<file path="src/rtl/sgcj_pkg.sv">
// Shared types and constants of the scatter-gather copy job merger.
package sgcj_pkg;

    localparam int DEST_DEPTH  = 16;
    localparam int MAX_JOBS    = 16;
    localparam int PTR_W       = $clog2(DEST_DEPTH);
    localparam int CNT_W       = $clog2(DEST_DEPTH + 1);
    localparam int JOB_N_W     = $clog2(MAX_JOBS);
    localparam int HDR_W       = 7;
    localparam int HDR_MAX     = 64;
    localparam int HDR_RESET   = 12;
    localparam int ADDR_W      = 64;
    localparam int LEN_W       = 16;
    localparam int REM_W       = LEN_W + 1;
    localparam int IDX_W       = 16;
    localparam int TOTAL_W     = 32;

    localparam logic OP_QUEUE = 1'b0;
    localparam logic OP_COPY  = 1'b1;

    typedef struct packed {
        logic              operation;
        logic [ADDR_W-1:0] address;
        logic [LEN_W-1:0]  length;
        logic              end_of_descriptor;
        logic              first_of_packet;
    } sgcj_item_t;

    typedef struct packed {
        logic [ADDR_W-1:0]  source_address;
        logic [ADDR_W-1:0]  dest_address;
        logic [LEN_W-1:0]   copy_length;
        logic [IDX_W-1:0]   descriptor_index;
        logic [TOTAL_W-1:0] descriptor_bytes;
        logic               overrun;
        logic               last;
    } sgcj_job_t;

    typedef struct packed {
        logic [ADDR_W-1:0] addr;
        logic [LEN_W-1:0]  len;
        logic              end_mark;
    } sgcj_entry_t;

    typedef struct packed {
        logic queue_write;
        logic copy_start;
        logic drop_pop;
        logic job_fire;
    } sgcj_cmd_t;

    typedef struct packed {
        logic queue_empty;
        logic head_end;
        logic desc_open;
        logic out_free;
        logic job_done;
    } sgcj_status_t;

endpackage

</file>
<file path="src/rtl/sgcj_ram.sv">
// Generic single-write, single-read RAM with registered read data.
module sgcj_ram #(
    parameter int WIDTH = 8,
    parameter int DEPTH = 16
) (
    input  logic                     clk,
    input  logic                     we,
    input  logic [$clog2(DEPTH)-1:0] waddr,
    input  logic [WIDTH-1:0]         wdata,
    input  logic [$clog2(DEPTH)-1:0] raddr,
    output logic [WIDTH-1:0]         rdata
);

    logic [WIDTH-1:0] mem [DEPTH];

    always_ff @(posedge clk)
    begin
        if (we)
        begin
            mem[waddr] <= wdata;
        end
        rdata <= mem[raddr];
    end

endmodule

</file>
<file path="src/rtl/sgcj_ctrl.sv">
// Sequencer: accepts items, walks the drop loop and issues one job per cycle while the output is free.
module sgcj_ctrl import sgcj_pkg::*; (
    input  logic         clk,
    input  logic         rst_n,
    input  logic         item_valid,
    output logic         item_ready,
    input  logic         item_op,
    input  logic         item_first,
    input  sgcj_status_t status,
    output sgcj_cmd_t    cmd
);

    typedef enum logic [2:0] {
        ST_IDLE = 3'b001,
        ST_DROP = 3'b010,
        ST_JOB  = 3'b100
    } state_t;

    state_t state_reg;
    state_t state_next;
    logic   accept;

    assign item_ready = (state_reg == ST_IDLE);
    assign accept     = item_valid && item_ready;

    always_comb
    begin
        state_next       = state_reg;
        cmd              = '0;
        cmd.queue_write  = accept && (item_op == OP_QUEUE);
        cmd.copy_start   = accept && (item_op == OP_COPY);
        case (state_reg)
            ST_IDLE:
            begin
                if (cmd.copy_start)
                begin
                    state_next = (item_first && status.desc_open) ? ST_DROP : ST_JOB;
                end
            end
            ST_DROP:
            begin
                // discard buffers up to and including the end-marked one
                if (status.queue_empty)
                begin
                    state_next = ST_JOB;
                end
                else
                begin
                    cmd.drop_pop = 1'b1;
                    if (status.head_end)
                    begin
                        state_next = ST_JOB;
                    end
                end
            end
            ST_JOB:
            begin
                if (status.out_free)
                begin
                    cmd.job_fire = 1'b1;
                    if (status.job_done)
                    begin
                        state_next = ST_IDLE;
                    end
                end
            end
            default:
            begin
                state_next = ST_IDLE;
            end
        endcase
    end

    always_ff @(posedge clk or negedge rst_n)
    begin
        if (!rst_n)
        begin
            state_reg <= ST_IDLE;
        end
        else
        begin
            state_reg <= state_next;
        end
    end

endmodule

</file>
<file path="src/rtl/sgcj_dp.sv">
// Datapath: destination queue, descriptor bookkeeping, job arithmetic, output register.
module sgcj_dp import sgcj_pkg::*; (
    input  logic             clk,
    input  logic             rst_n,
    input  logic             header_we,
    input  logic [HDR_W-1:0] header_wdata,
    input  sgcj_item_t       item,
    input  sgcj_cmd_t        cmd,
    output sgcj_status_t     status,
    output logic             job_valid,
    input  logic             job_ready,
    output sgcj_job_t        job
);

    logic [PTR_W-1:0]   rd_ptr_reg, rd_ptr_next;
    logic [PTR_W-1:0]   wr_ptr_reg, wr_ptr_next;
    logic [CNT_W-1:0]   count_reg, count_next;
    logic [LEN_W-1:0]   offset_reg, offset_next;
    logic               open_reg, open_next;
    logic [IDX_W-1:0]   counter_reg, counter_next;
    logic [TOTAL_W-1:0] total_reg, total_next;
    logic [HDR_W-1:0]   header_reg;
    logic [ADDR_W-1:0]  src_reg, src_next;
    logic [REM_W-1:0]   rem_reg, rem_next;
    logic [JOB_N_W-1:0] job_n_reg, job_n_next;
    logic               out_valid_reg, out_valid_next;
    sgcj_job_t          job_reg, job_next;

    sgcj_entry_t                    wr_entry;
    logic [$bits(sgcj_entry_t)-1:0] ram_rdata;
    sgcj_entry_t                    head;
    logic                           full;
    logic                           empty;
    logic                           ram_we;
    logic [LEN_W-1:0]               avail;
    logic [REM_W-1:0]               bytes_w;
    logic [LEN_W-1:0]               bytes;
    logic                           short;
    logic                           ovr;
    logic [TOTAL_W:0]               sum;
    logic [TOTAL_W-1:0]             total_new;
    logic [LEN_W-1:0]               offset_new;
    logic [HDR_W-1:0]               hdr_sel;

    assign full   = (count_reg == CNT_W'(DEST_DEPTH));
    assign empty  = (count_reg == '0);
    assign ram_we = cmd.queue_write && !full;

    assign wr_entry.addr     = item.address;
    assign wr_entry.len      = item.length;
    assign wr_entry.end_mark = item.end_of_descriptor;

    // read the head that will be current next cycle
    sgcj_ram #(
        .WIDTH ($bits(sgcj_entry_t)),
        .DEPTH (DEST_DEPTH)
    ) u_queue_ram (
        .clk   (clk),
        .we    (ram_we),
        .waddr (wr_ptr_reg),
        .wdata (wr_entry),
        .raddr (rd_ptr_next),
        .rdata (ram_rdata)
    );

    assign head = sgcj_entry_t'(ram_rdata);

    always_comb
    begin
        avail      = (head.len > offset_reg) ? (head.len - offset_reg) : '0;
        bytes_w    = ({1'b0, avail} < rem_reg) ? {1'b0, avail} : rem_reg;
        bytes      = bytes_w[LEN_W-1:0];
        short      = (bytes_w != rem_reg);
        ovr        = empty || ((job_n_reg == JOB_N_W'(MAX_JOBS - 1)) && short);
        sum        = {1'b0, (open_reg ? total_reg : '0)} + (TOTAL_W + 1)'(bytes);
        total_new  = sum[TOTAL_W] ? '1 : sum[TOTAL_W-1:0];
        offset_new = offset_reg + bytes;
        hdr_sel    = item.first_of_packet ? header_reg : '0;
    end

    assign status.queue_empty = empty;
    assign status.head_end    = head.end_mark;
    assign status.desc_open   = open_reg;
    assign status.out_free    = !out_valid_reg || job_ready;
    assign status.job_done    = ovr || !short;

    always_comb
    begin
        rd_ptr_next    = rd_ptr_reg;
        wr_ptr_next    = wr_ptr_reg;
        count_next     = count_reg;
        offset_next    = offset_reg;
        open_next      = open_reg;
        counter_next   = counter_reg;
        total_next     = total_reg;
        src_next       = src_reg;
        rem_next       = rem_reg;
        job_n_next     = job_n_reg;
        job_next       = job_reg;
        out_valid_next = out_valid_reg && !job_ready;

        if (ram_we)
        begin
            wr_ptr_next = (wr_ptr_reg == PTR_W'(DEST_DEPTH - 1)) ? '0 : wr_ptr_reg + 1'b1;
            count_next  = count_reg + 1'b1;
        end

        if (cmd.copy_start)
        begin
            src_next   = item.address - ADDR_W'(hdr_sel);
            rem_next   = REM_W'(item.length) + REM_W'(hdr_sel);
            job_n_next = '0;
            if (item.first_of_packet)
            begin
                offset_next = '0;
                open_next   = 1'b0;
            end
        end

        if (cmd.drop_pop)
        begin
            rd_ptr_next = (rd_ptr_reg == PTR_W'(DEST_DEPTH - 1)) ? '0 : rd_ptr_reg + 1'b1;
            count_next  = count_reg - 1'b1;
            offset_next = '0;
        end

        if (cmd.job_fire)
        begin
            out_valid_next = 1'b1;
            job_n_next     = job_n_reg + 1'b1;
            job_next.last  = 1'b1;
            job_next.source_address = src_reg;
            if (ovr)
            begin
                // no destination left or job limit reached: flag the job and consume nothing
                job_next.dest_address     = '0;
                job_next.copy_length      = rem_reg[LEN_W] ? '1 : rem_reg[LEN_W-1:0];
                job_next.descriptor_index = '0;
                job_next.descriptor_bytes = '0;
                job_next.overrun          = 1'b1;
            end
            else
            begin
                job_next.dest_address     = head.addr + ADDR_W'(offset_reg);
                job_next.copy_length      = bytes;
                job_next.descriptor_index = open_reg ? (counter_reg - 1'b1) : counter_reg;
                job_next.descriptor_bytes = total_new;
                job_next.overrun          = 1'b0;
                job_next.last             = !short;
                if (!open_reg)
                begin
                    counter_next = counter_reg + 1'b1;
                end
                total_next  = total_new;
                src_next    = src_reg + ADDR_W'(bytes);
                rem_next    = rem_reg - REM_W'(bytes);
                offset_next = offset_new;
                open_next   = 1'b1;
                if (offset_new >= head.len)
                begin
                    rd_ptr_next = (rd_ptr_reg == PTR_W'(DEST_DEPTH - 1)) ? '0 : rd_ptr_reg + 1'b1;
                    count_next  = count_reg - 1'b1;
                    offset_next = '0;
                    if (head.end_mark)
                    begin
                        open_next = 1'b0;
                    end
                end
            end
        end
    end

    always_ff @(posedge clk or negedge rst_n)
    begin
        if (!rst_n)
        begin
            rd_ptr_reg    <= '0;
            wr_ptr_reg    <= '0;
            count_reg     <= '0;
            offset_reg    <= '0;
            open_reg      <= 1'b0;
            counter_reg   <= '0;
            total_reg     <= '0;
            header_reg    <= HDR_W'(HDR_RESET);
            job_n_reg     <= '0;
            out_valid_reg <= 1'b0;
        end
        else
        begin
            rd_ptr_reg    <= rd_ptr_next;
            wr_ptr_reg    <= wr_ptr_next;
            count_reg     <= count_next;
            offset_reg    <= offset_next;
            open_reg      <= open_next;
            counter_reg   <= counter_next;
            total_reg     <= total_next;
            job_n_reg     <= job_n_next;
            out_valid_reg <= out_valid_next;
            if (header_we)
            begin
                header_reg <= (header_wdata > HDR_W'(HDR_MAX)) ? HDR_W'(HDR_MAX) : header_wdata;
            end
        end
    end

    always_ff @(posedge clk)
    begin
        src_reg <= src_next;
        rem_reg <= rem_next;
        job_reg <= job_next;
    end

    assign job_valid = out_valid_reg;
    assign job       = job_reg;

endmodule

</file>
<file path="src/rtl/scatter_gather_copy_job_merge.sv">
// Top level of the scatter-gather copy job merger.
// Queue item: written to the queue (refused when full), no job. Source segment: accepted,
// then at a packet start with a descriptor open, buffers are dropped up to the end-marked
// one or until the queue runs empty, then one job per cycle while job_ready holds high;
// with no drop the first job uses the head from the queue RAM's registered read port.
// Reset (async, rst_n low) empties the queue, closes the descriptor, zeroes the counters
// and sets header_bytes to 12; queue RAM contents are not cleared.
module scatter_gather_copy_job_merge import sgcj_pkg::*; (
    input  logic             clk,
    input  logic             rst_n,
    // item channel
    input  logic             item_valid,
    output logic             item_ready,
    input  sgcj_item_t       item,
    // job channel
    output logic             job_valid,
    input  logic             job_ready,
    output sgcj_job_t        job,
    // header_bytes register write
    input  logic             header_we,
    input  logic [HDR_W-1:0] header_wdata
);

    sgcj_cmd_t    cmd;
    sgcj_status_t status;

    // Sequencer: decides per cycle whether to accept, drop a buffer or fire a job.
    sgcj_ctrl u_ctrl (
        .clk        (clk),
        .rst_n      (rst_n),
        .item_valid (item_valid),
        .item_ready (item_ready),
        .item_op    (item.operation),
        .item_first (item.first_of_packet),
        .status     (status),
        .cmd        (cmd)
    );

    // Datapath: queue RAM, pointers, descriptor state, job output register.
    sgcj_dp u_dp (
        .clk          (clk),
        .rst_n        (rst_n),
        .header_we    (header_we),
        .header_wdata (header_wdata),
        .item         (item),
        .cmd          (cmd),
        .status       (status),
        .job_valid    (job_valid),
        .job_ready    (job_ready),
        .job          (job)
    );

endmodule

</file>
<file path="config.mk">
export PLATFORM = sky130hd
export DESIGN_NAME = scatter_gather_copy_job_merge
export DESIGN_NICKNAME = d
export VERILOG_FILES = /design/src/rtl/sgcj_pkg.sv /design/src/rtl/sgcj_ram.sv /design/src/rtl/sgcj_ctrl.sv /design/src/rtl/sgcj_dp.sv /design/src/rtl/scatter_gather_copy_job_merge.sv
export SDC_FILE = /design/constraint.sdc
export NUM_CORES = 2
export LEC_CHECK = 0
export ABC_AREA = 1
export BUFFER_PORTS_ARGS = -buffer_cell sky130_fd_sc_hd__buf_2
export CAP_MARGIN = 20
export CORE_UTILIZATION = 40
export DETAILED_ROUTE_END_ITERATION = 10
export SYNTH_ARGS = -nofsm -noshare
export SYNTH_HDL_FRONTEND = slang
export SYNTH_SLANG_ARGS = --single-unit
export TNS_END_PERCENT = 30
</file>
<file path="constraint.sdc">
create_clock -name clk -period 11.78 [get_ports clk]
set_input_delay 2.356 -clock clk [delete_from_list [all_inputs] [get_ports clk]]
set_output_delay 2.356 -clock clk [all_outputs]
set_load 0.01 [all_outputs]
</file>
-- After elaboration in Yosys (flattened, before gate mapping)
Memories as Yosys holds them, arrays and structs flattened. A register that Yosys moved wholly into a read port is not among the register bits.
Index checks and enable logic that the tools add are counted.
W data, S select, Z words.
- reduce and logical (&&, ||, !) cells: 19
- $add $sub $neg: 15
- $lt $le $gt $ge: 4
- multiplexer cells: 54
- equality and inequality tests: 12
- bitwise logic cells: 3
- operators with widths (operator ; number):
    $mux W64 ; 3
    $mux W16 ; 9
    $add A64 B16 Y64 ; 2
    $mux W17 ; 4
    $mux W65 ; 1
    $mux W32 ; 2
    $sub A64 B7 Y64 ; 1
    $add A32 B16 Y33 ; 1
    $mux W4 ; 8
    $mux W5 ; 5
    $mux W3 ; 6
    $add A16 B7 Y17 ; 1
    $lt A16 B17 Y1 ; 1
    $ne A17 B17 Y1 ; 1
    $sub A17 B16 Y17 ; 1
    $add A16 B1 Y16 const B ; 1
    $add A16 B16 Y16 ; 1
    $ge A16 B16 Y1 ; 1
    $gt A16 B16 Y1 ; 1
    $sub A16 B1 Y16 const B ; 1
    $sub A16 B16 Y16 ; 1
    $mux W7 ; 2
    $mux W1 ; 13
    $add A4 B1 Y4 const B ; 3
    other kinds (20) ; 37
- output and inout port bits: 196
- memories kept: 1
- RAM bits: 1296
- bits in registers: 368
- memory list (name ; depth ; bits a word ; read ports ; clocked after Yosys merged registers in ; write ports ; RTL line ; RTL):
    u_dp.u_queue_ram.mem ; 16 ; 81 ; 1 ; 1 ; 1 ; sgcj_ram.sv:14 ; logic [WIDTH-1:0] mem [DEPTH];

-- Logic depth before layout (Yosys ltp)
- depth after elaboration: 11
- depth in mapped cells: 60
- depth with buffers taken out: 57

-- Hierarchy
From an unflattened synthesis, not the netlist that was laid out.
- cells, all modules: 9042
- area, all modules: 84163.2 µm²
- modules (own cells, without submodules) (module ; seq. area each (µm²) ; instances ; cells each ; area each (µm²)):
    sgcj_ram ; 40538.9 ; 1 ; 5319 ; 57342.5
    sgcj_dp ; 9701.8 ; 1 ; 3690 ; 26606.8
    sgcj_ctrl ; 76.3 ; 1 ; 33 ; 214.0

-- Worst setup path before layout
OpenSTA, ideal clock, no wires.
- path type: input port to flip-flop
- start point: input port job_ready
- end point: register u_dp.u_queue_ram.rdata[53], read port of u_dp.u_queue_ram.mem
- library setup time: 0.114 ns
- arrival time: 12.694 ns
- setup slack: -1.028 ns
- buffers on the path: 3
- stages: 13
- cells stage by stage: nor2_1 > nor2_1 > inv_2 > nor2_4 > or2_2 > buf_4 > buf_2 > buf_2 > nand3_1 > nand3_1 > nand3_1 > nand3_1 > nand2_1
- RTL lines (element ; RTL line ; RTL):
    from (decl) ; scatter_gather_copy_job_merge.sv:17 ; input logic job_ready,
    to (decl) ; sgcj_ram.sv:11 ; output logic [WIDTH-1:0] rdata

-- Final worst setup path
- start point: register u_dp.offset_reg[1]
- end point: register u_dp.u_queue_ram.rdata[1], read port of u_dp.u_queue_ram.mem
- word-level cells in the longest chain between the ends: 9
- RTL lines (element ; RTL line ; RTL):
    from (decl) ; sgcj_dp.sv:18 ; logic [LEN_W-1:0] offset_reg, offset_next;
    from (signal assigned) ; sgcj_dp.sv:193 ; offset_reg <= offset_next;
    $sub A16 B16 Y16 or $gt A16 B16 Y1 (tied branches) ; sgcj_dp.sv:70 ; avail = (head.len > offset_reg) ? (head.len - offset_reg) : '0;
    $mux W16 ; sgcj_dp.sv:70 ;
    $lt A16 B17 Y1 ; sgcj_dp.sv:71 ; bytes_w = ({1'b0, avail} < rem_reg) ? {1'b0, avail} : rem_reg;
    $mux W17 ; sgcj_dp.sv:71 ;
    $add A16 B16 Y16 or $ne A17 B17 Y1 (tied branches) ; sgcj_dp.sv:77, sgcj_dp.sv:73 ;
    $ge A16 B16 Y1 or $logic_and A1 B1 Y1 (tied branches) ; sgcj_dp.sv:159, sgcj_dp.sv:74 ;
    $mux W4 or $logic_or A1 B1 Y1 (tied branches) ; sgcj_dp.sv:159, sgcj_dp.sv:74 ;
    $mux W4 (*) ; sgcj_dp.sv:133 ; if (ovr)
    $mux W4 (*) ; sgcj_dp.sv:127 ; if (cmd.job_fire)
Mark *: on every way between the ends. The rest lies on a longest branch, timed or not.
A chain may end at the register's enable or synchronous reset.

==> flow_summary.yaml <==
sta:
  finalCritPeriodShare: 0.883
  timing_worst_slew_pin_value_ns: 1.21
  min_period_ns: 10.40
  setup_total_negative_slack_ns: 0
  grt_setup_unrepaired: "no"
  report.final.slew_viol_count: 0
  layout_setup_ws_ns: 1.38
  max_freq_mhz: 96.1
  relSlewSlack: 0.194
  setup-violations-final: 0
  clock-skew-final_ns: 0.0460
  final_hold_viol_count: 0
setup_path:
  critical_path_class: "reg -> reg"
  worst_setup_path_end_kind: "register"
  worst-endpoint-arrival_ns: 11.08
  cp-start-kind: "register"
  critical_path_required_ns: 12.46
  slowest_delay_ns: 0.68
  cp_common_cell: "nand2_1"
  critical_path_peak_fanout: 104
  cp.buffers_inverters: 6
  critical_path.slowest_cell: "nand2_8"
  cp_top_family: "simple AND/OR/NAND/NOR gates"
detailed_routing:
  drt_iter0_markers: 7022
  route.detailed.wl_per_inst_um: 23.2
  route.detailed.vias_per_inst: 5.35
  total_via_count_after_detailed_routing: 64800
  antenna_violating_nets_post_route: 0
  drc: 0
  postRouteWirelength_um: 281000
  first_pass_iters: 6
cts:
  post_cts_buffers: 0
  clk_path_buf_depth: 3
  clock-sinks: 1745
  cts_repair_resize_count: 0
  path_clk_slew_ns: 0.07
  cts_hold_buffers: 0
  cts_root_buf: "clkbuf_16"
  cts_buffers: 188
  tritoncts: "built"
  clock_insertion_delay_worst_skew_ns: 0.86
  cts-htree-levels: 4
synthesis:
  synth_ff_type: "edfxtp_1"
  synth_area_sq_um: 85100
  async_reset_ff_frac: 0.0533
  ys_seq_elements: 1745
  synthDistinctLibCells: 57
  synth_nets: 9207
  ys_warn_count: 0
  yosysMostFrequentCell: "nand3_1"
  yosys.area.top_type: "edfxtp_1"
  synth_enable_flop_cells: 1490
  synthesis.area_per_instance_sq_um: 9.50
  ys_seq_area_frac: 0.591
  post_synth_most_frequent_cells: "1693 x nand3_1, 1580 x inv_1, 1573 x nand2_1"
  synth_cells: 8953
  synthTopCellsByArea: "edfxtp_1 53%, nand3_1 10%, inv_1 7.0%"
  synth_top_cell_area_share: 0.526
die:
  full_die_area_sq_um: 215000
  num_rows: 168
  initial_core_util: 0.404
  die_width_um: 463
  die_h_um: 463
  ios: 291
  coreArea_sq_um: 210000
status:
  outcome: "finished, final reports clean"
power:
  ir_worst_vdd_mv: 0.364
  cellPowerDensity_nw_per_um2: 320
  p_leak_nw: 39.9
place:
  dp_worst_setup_slack_ns: 1.54
  detailed_place.area_sq_um: 89300
  place_congestion: 0.950
  portBuffers: 290
  detailedPlacementHpwl_um: 177000
global_routing:
  track_usage: 0.258
  grt_pass1_vias: 61700
  antenna_found_initial: 32
  grt_overflow: 0
  grt_start_max_net_pins: 201
  grt_first_pass_wirelength_um: 415000
finish:
  largest_register_ff_count: 1296
  syn_to_final_growth_pct: 12.3
  design.final.nets: 9375
  fin_area_sq_um: 95600
  filler_cell_count: 19900
  drive_gt1_frac: 0.0808
flow_run:
  timing.max_cap.violations: 0
worst_hold_path:
  min_path_type: "reg -> reg"
[worst register-to-register path, delay by kind of cell, from the launching register on]
family,cells,cell delay (ns)
flip-flops,1,0.47
buffers and inverters,6,1.68
AO/OA/AOI/OAI,5,1.49
AND/OR/NAND/NOR,41,5.34
adder cells (fa/ha/maj),4,1.30
[cells in the final DEF (no fill, tap or decap), types with 15 or more instances in the layout]
cell type / n
nand3_1: 1691
inv_1: 1579
nand2_1: 1573
edfxtp_1: 1490
nor2_1: 420
nand3b_1: 338
buf_2: 289
a21oi_1: 217
o21ai_0: 205
clkbuf_16: 188
dfxtp_1: 162
ha_1: 151
nor3_1: 110
xor2_1: 108
dfrtp_1: 90
buf_4: 76
clkbuf_1: 66
nand4_1: 60
nor4_1: 39
xnor2_1: 37
or2_2: 36
clkinv_2: 27
a31oi_1: 25
clkbuf_8: 24
o211ai_1: 22
o21a_1: 21
buf_12: 20
a21o_1: 19
nor2_4: 18
o22ai_1: 18
a22oi_1: 15
[path summary, 6_finish.rpt]
| check | from | end | slack [ns] | depth (start not counted) |
|---|---|---|---|---|
| worst max-delay path | u_dp.offset_reg[1]$_DFF_PN0_ | u_dp.u_queue_ram.rdata[1]$_DFF_P_ | 1.38 | 56 |
| worst min-delay path | u_dp.total_reg[2]$_DFFE_PN0P_ | u_dp.total_reg[2]$_DFFE_PN0P_ | 0.48 | 1 |
| worst max register to register | u_dp.offset_reg[1]$_DFF_PN0_ | u_dp.u_queue_ram.rdata[1]$_DFF_P_ | 1.38 | 56 |
| worst min register to register | u_dp.total_reg[2]$_DFFE_PN0P_ | u_dp.total_reg[2]$_DFFE_PN0P_ | 0.48 | 1 |
| max in group asynchronous | rst_n | u_dp.header_reg[5]$_DFFE_PN0P_ | 8.92 | 2 |
| min in group asynchronous | rst_n | u_dp.counter_reg[7]$_DFFE_PN0P_ | 1.58 | 1 |
[routing by layer]
layer | vias up | routed length [um] | global-route usage
met5 | - | 13 | 0
met2 | 2413 | 130000 | 0.415
met3 | 423 | 18200 | 0.0326
li1 | 30300 | - | -
met4 | 2 | 10900 | 0.101
met1 | 31600 | 121000 | 0.355
[kinds of logic after synthesis]
logic type | share of synthesized area
AOI/OAI and AO/OA | 0.0402
DFF | 0.591
adders and majority gates | 0.0241
muxes | 0.000118
buffers and inverters | 0.0930
xor gates and xnor gates | 0.0149
and+or+nand+nor | 0.236
[power by group]
part,total [W],leakage [nW],internal (W),switching (W)
clock,0.00596,3.02,0.00341,0.00255
sequential,0.00845,16.0,0.00769,0.000763
combinational,0.0162,20.9,0.00499,0.0112
total,0.0306,39.9,0.0161,0.0145
[area by class of cell]
cell class / count / area [sq um] / share of cell area
multi-input combinational: 5211 / 27100 / 0.283
timing repair buffer: 389 / 2510 / 0.0262
tap: 2805 / 3510 / 0.0367
clock inverter: 78 / 922 / 0.00965
clock buffer: 278 / 5280 / 0.0553
antenna: 11 / 27.5 / 0.000288
sequential: 1745 / 50300 / 0.526
inverter: 1586 / 5970 / 0.0625
[per-stage QoR]
| stage | hold slack [ns] | util | instances | total power (W) |
|---|---|---|---|---|
| floorplan | 0.430 | - | 8953 | 0.0195 |
| global placement | 0.462 | 0.424 | 11700 | 0.0245 |
| detailed placement | 0.466 | 0.424 | 11700 | 0.0245 |
| CTS | 0.478 | 0.454 | 12100 | 0.0305 |
| global route | 0.488 | 0.454 | 12100 | 0.0327 |
| finish | 0.478 | 0.454 | 12100 | 0.0306 |
No activity file was read; power rests on OpenSTA's default activity.
